### src/oafg_pkg.sv
// ----------------------------------------------------------------------------
// oafg_pkg
// Shared types and constants for the overlap-add frame glue block.
// ----------------------------------------------------------------------------
package oafg_pkg;

    localparam int SAMPLE_W   = 16;
    localparam int CFG_IDX_W  = 2;
    localparam int CFG_DATA_W = 16;

    // configuration register indexes
    localparam logic [CFG_IDX_W-1:0] CFG_GAIN  = 2'd0;
    localparam logic [CFG_IDX_W-1:0] CFG_EARLY = 2'd1;
    localparam logic [CFG_IDX_W-1:0] CFG_FLIP  = 2'd2;

    localparam logic [15:0] GAIN_RESET = 16'd4096;

    // front-to-back queue
    localparam int QUEUE_DEPTH = 4;
    localparam int QPTR_W      = 2;

    // saturation limits of the output samples
    localparam logic signed [SAMPLE_W-1:0] SAT_MAX = 16'sh7fff;
    localparam logic signed [SAMPLE_W-1:0] SAT_MIN = 16'sh8000;

    // sine table generation, Q30
    localparam logic [63:0] Q30_ONE = 64'd1 << 30;
    localparam logic [63:0] PI_Q30  = 64'd3373259426;

    // one classified sample as it travels through the queue
    typedef struct packed {
        logic                       is_store;   // second half of frame: store only
        logic                       half_last;  // last sample of its half
        logic signed [SAMPLE_W-1:0] re;
        logic signed [SAMPLE_W-1:0] im;
    } oafg_item_t;

    typedef struct packed {
        logic full;
        logic empty;
    } oafg_fifo_stat_t;

endpackage

### src/oafg_fifo.sv
// ----------------------------------------------------------------------------
// oafg_fifo
// Short register queue that decouples the front from the back pipeline.
// ----------------------------------------------------------------------------
module oafg_fifo #(
    parameter int WIDTH = 35
) (
    input  logic                      clk,
    input  logic                      rst_n,
    input  logic                      push,
    input  logic [WIDTH-1:0]          push_data,
    input  logic                      pop,
    output logic [WIDTH-1:0]          pop_data,
    output oafg_pkg::oafg_fifo_stat_t stat
);
    import oafg_pkg::*;

    logic [WIDTH-1:0]  entry_reg [QUEUE_DEPTH];
    logic [QPTR_W-1:0] wr_ptr_reg;
    logic [QPTR_W-1:0] rd_ptr_reg;
    logic [QPTR_W:0]   count_reg;
    logic [QPTR_W:0]   count_next;

    assign stat.full  = (count_reg == (QPTR_W+1)'(QUEUE_DEPTH));
    assign stat.empty = (count_reg == '0);
    assign pop_data   = entry_reg[rd_ptr_reg];

    always_comb
    begin
        count_next = count_reg;
        if (push && !pop)
        begin
            count_next = count_reg + (QPTR_W+1)'(1);
        end
        else if (pop && !push)
        begin
            count_next = count_reg - (QPTR_W+1)'(1);
        end
    end

    always_ff @(posedge clk or negedge rst_n)
    begin
        if (!rst_n)
        begin
            wr_ptr_reg <= '0;
            rd_ptr_reg <= '0;
            count_reg  <= '0;
        end
        else
        begin
            count_reg <= count_next;
            if (push)
            begin
                wr_ptr_reg <= wr_ptr_reg + QPTR_W'(1);
            end
            if (pop)
            begin
                rd_ptr_reg <= rd_ptr_reg + QPTR_W'(1);
            end
        end
    end

    always_ff @(posedge clk)
    begin
        if (push)
        begin
            entry_reg[wr_ptr_reg] <= push_data;
        end
    end

endmodule

### config.mk
export PLATFORM = sky130hd
export DESIGN_NAME = oafg_fifo
export DESIGN_NICKNAME = d
export VERILOG_FILES = /design/src/oafg_pkg.sv /design/src/oafg_fifo.sv
export SDC_FILE = /design/constraint.sdc
export NUM_CORES = 1
export LEC_CHECK = 0
export BUFFER_PORTS_ARGS = -buffer_cell sky130_fd_sc_hd__buf_2
export CELL_PAD_IN_SITES_DETAIL_PLACEMENT = 1
export CELL_PAD_IN_SITES_GLOBAL_PLACEMENT = 1
export CORE_MARGIN = 2
export CORE_UTILIZATION = 30
export DETAILED_ROUTE_END_ITERATION = 16
export GPL_TIMING_DRIVEN = 0
export PLACE_DENSITY_LB_ADDON = 0.2
export SETUP_SLACK_MARGIN = 0.05
export SYNTH_ARGS = -nofsm -noshare
export SYNTH_HDL_FRONTEND = slang
export SYNTH_SLANG_ARGS = --single-unit
### constraint.sdc
create_clock -name clk -period 1.99 [get_ports clk]
set_input_delay 0.199 -clock clk [delete_from_list [all_inputs] [get_ports clk]]
set_output_delay 0.199 -clock clk [all_outputs]
set_load 0.05 [all_outputs]
# ---- After elaboration in Yosys (flattened, before gate mapping)
# Memory sizes are Yosys's and may differ from the RTL's.
# Cells that the tools add are included.
dict set report word_totals {
  ff_bits 7
  ramBits 140
  input_bits 39
  out_inout_bits 37
  word_cells 19
  n_memories 1
}
dict set report op_classes {
  add_sub_neg 4
  eq_ne 1
  n_mux 4
  reduce_logical 6
}
# memory depth width read_ports rd_ports_with_merged_regs write_ports line_no
set mem_list {}
lappend mem_list {entry_reg 4 35 1 0 1 oafg_fifo.sv:18} ;# logic [WIDTH-1:0] entry_reg [QUEUE_DEPTH];
# operator n
set op_table {}
lappend op_table {{$mux W3} 2}
lappend op_table {{$add A2 B1 Y2 const B} 2}
lappend op_table {{$add A3 B1 Y3 const B} 1}
lappend op_table {{$eq A3 B3 Y1 const B} 1}
lappend op_table {{$logic_not A3 Y1} 1}
lappend op_table {{$sub A3 B1 Y3 const B} 1}
lappend op_table {{$logic_and A1 B1 Y1} 2}
lappend op_table {{$logic_not A1 Y1} 2}
lappend op_table {{$mux W1} 2}
lappend op_table {{$reduce_bool A2 Y1} 1}

# ---- Longest topological paths before layout
dict set report depth {
  depth_word 4
  mapped_depth 7
}

# ---- Worst setup path before layout
# OpenSTA, ideal clock, no wires.
dict set report synth_path {
  path_type {flip-flop to flip-flop}
  startpoint {register wr_ptr_reg[0]}
  endpoint {memory entry_reg[2][0], enable pin}
  arrival_ns 1.477
  required_ns 1.595
  path_slack_ns 0.117
  path_stages_with_launch 4
  period_less_slack_ns 1.873
  cell_sequence {dfrtp_1 -> inv_1 -> ha_1 -> and2_1}
}
# element line_no
set synth_rtl {}
lappend synth_rtl {{start: declaration} oafg_fifo.sv:19} ;# logic [QPTR_W-1:0] wr_ptr_reg;
lappend synth_rtl {{start signal: assignment} oafg_fifo.sv:54} ;# wr_ptr_reg <= wr_ptr_reg + QPTR_W'(1);
lappend synth_rtl {{end: declaration} oafg_fifo.sv:18}
# Straight into the memory's write port.

# ---- Worst setup path in the final report
dict set report layout_path {
  startpoint {register rd_ptr_reg[0]}
  endpoint {output port pop_data[16]}
}
dict set report layout_between {
  elab_chain_len 1
}
# element line_no
set layout_rtl {}
lappend layout_rtl {{start: declaration} oafg_fifo.sv:20} ;# logic [QPTR_W-1:0] rd_ptr_reg;
lappend layout_rtl {{start signal: assignment} oafg_fifo.sv:58} ;# rd_ptr_reg <= rd_ptr_reg + QPTR_W'(1);
lappend layout_rtl {{$mem_v2 Z4 W35} -}
lappend layout_rtl {{end: declaration} oafg_fifo.sv:13} ;# output logic [WIDTH-1:0] pop_data,
# Every way passes these cells.

==> results.cfg <==
[power]
power_density_nw_per_um2 = 1750
p_leak_nw = 2.70
ir_drop_mv = 0.792
p_total_mw = 13.3

[setup_path]
required_ns = 1.79
cp_max_fo = 10
worst-setup-path-type = register to output pin
worstPathCellList = buf_12, buf_12, mux4_2, buf_6
critPathLaunchType = register
slowest_stage = mux4_2
slowest_delay_ns = 0.55
critPathArrivalTime_ns = 1.83
cpMostUsedCell = buf_12
worstSetupEndpointType = output pin

[global_routing]
grt_pass1_wl_um = 17200
grtUsageTotal = 0.120
antenna_found_initial = 0
grt_overflow = 0
grt_pass1_vias = 2956
grt_max_degree = 22

[cts]
numCtsBuffers = 17
clockRootBuffer = clkbuf_16
clock_latency_ns = 0.41
cts_tree = yes
path_clk_slew_ns = 0.06
clockBufferDepth = 2
htreeDepth = 4
cts_sinks = 147

[outcome]
status = finished, violations left
violations = negative setup slack

[timing]
worst_pin_slew_ns = 0.620
finClkSkew_ns = 0.00701
finalSetupViolCount = 19
maxSlewViolCount = 0
hold_violations = 0
hold_slack_ns = 0.0265
fmax_mhz = 492
relSlewSlack = 0.587
layout_min_cycle_time_ns = 2.03
finalSetupTns_ns = -0.395
layout_setup_ws_ns = -0.0430
rsz0062_at_grt = yes
period_share = 1.02

[drt]
wl_per_cell_um = 18.0
firstDrtPassIters = 4
ant_nets = 0
first_iter_violations = 146
via_per_inst = 4.39
routed_wirelength_um = 10700
dr_total_vias = 2617
drc = 0

[floorplan]
die_w_um = 139
core_um2 = 18000
die_area_um2 = 19400
pin_count = 76
die_h_um = 139
num_rows = 49
start_util = 0.306

[finish]
drive_gt1_frac = 0.428
finish.utilization = 0.423
area_growth_pct = 38.3
diodes = 0
fin_nets = 399
largest_register_ffs = 140

[synthesis]
synth_seq_area_share = 0.796
avgSynthCellArea_um2 = 25.3
syn_nets = 262
syn_inst = 217
synth_seq_cells = 147
synth_warnings = 0
synth_cell_type_count = 19
synth_area_um2 = 5500

[placement]
post-place-ws_ns = 0.170
hpwl_um = 6460
gp_congestion = 0.608
port_buffers = 75

[min_path]
hold_class = primary input to register

[run]
cap_violations = 0
[routing by layer]
| metal | up-vias | wire, µm | part of all wire | track usage |
|---|---|---|---|---|
| li1 | 1188 | - | - | - |
| met1 | 1357 | 4940 | 0.46 | 0.161 |
| met2 | 61 | 5200 | 0.49 | 0.184 |
| met3 | 11 | 439 | 0.041 | 0.0354 |
| met4 | 0 | 128 | 0.012 | 0.0478 |
| met5 | - | 0 | 0 | 0 |
[cell type report]
cell class,instances,area [µm²]
Buffer,8,118
Clock buffer,18,429
Clock inverter,14,256
Fill cell,1682,10400
Inverter,4,15.0
Multi-Input combinational cell,58,1000
Sequential cell,147,4380
Tap cell,229,287
Timing Repair Buffer,118,1120
[worst paths after layout]
path	endpoint	start	slack, ns	depth (start not counted)
min in group asynchronous	count_reg[2]	rst_n	0.15	2
worst min-delay path	entry_reg[3][25]	push_data[25]	0.03	1
worst max register to register	entry_reg[2][22]	wr_ptr_reg[0]	0.22	4
max in group asynchronous	wr_ptr_reg[1]	rst_n	1.67	2
worst min register to register	count_reg[2]	count_reg[2]	0.49	1
worst max-delay path	pop_data[16]	rd_ptr_reg[0]	-0.04	4
[logic make-up (layout without fill, tap and decap cells)]
logic type                 count (synthesis)  in the layout  synth area share
AOI/OAI and AO/OA                          1              1          0.000909
and+or+nand+nor                            9              9           0.00887
muxes                                     36             36             0.150
xor gates and xnor gates                   6              6           0.00955
buffers and inverters                     12            162            0.0193
adders and majority gates                  6              6            0.0150
DFF                                      147            147             0.796
[worst max-delay path, delay by kind of cell, from the launching register on]
kind,cells,cell delay [ns]
buffers and inverters,3,0.51
flip-flops,1,0.37
multiplexers,1,0.55
[cell usage after synthesis]
cell type / n / area [µm²]
ha_1: 5 / 62.6
nor2_1: 1 / 3.75
edfxtp_1: 140 / 4200
nor3_1: 1 / 5.00
mux2_2: 1 / 11.3
inv_1: 4 / 15.0
buf_2: 4 / 20.0
nand2_1: 2 / 7.51
and2_1: 4 / 25.0
mux4_2: 28 / 631
buf_12: 3 / 60.1
buf_6: 1 / 11.3
o21ai_0: 1 / 5.00
xor2_1: 4 / 35.0
nor3b_1: 1 / 7.51
xnor2_1: 2 / 17.5
mux4_1: 7 / 184
fa_1: 1 / 20.0
dfrtp_1: 7 / 175
[repair_timing]
action                                  CTS  global route
hold endpoints to repair                140             0
resized for setup                        80             3
cloned                                    0             1
endpoints found under the setup margin   35            35
hold buffers                             35             0
setup buffers                             2             1
[placed cells by master, fill, tap and decap left out, drive strengths merged, types with 4 or more instances in the layout]
cell type and n:
ha 5, inv 6, dlygate4sd3 35, clkinv 4, xor2 4, mux4 35
edfxtp 140, buf 89, and2 4, bufinv 7, clkbuf 20, dfrtp 7
[report_power, final]
part | internal, mW | switching (mW) | total, mW
clock network | 2.48 | 1.20 | 3.68
registers | 4.06 | 0.166 | 4.23
logic | 2.26 | 3.18 | 5.43
[per-stage QoR]
step	instance area, µm²	cells
after floorplan	5500	217
after global placement	6160	521
after detailed placement	6260	525
after CTS	7560	594
after global routing	7600	596
final	7600	596
Note: power is estimated with default switching activity, not from simulation.
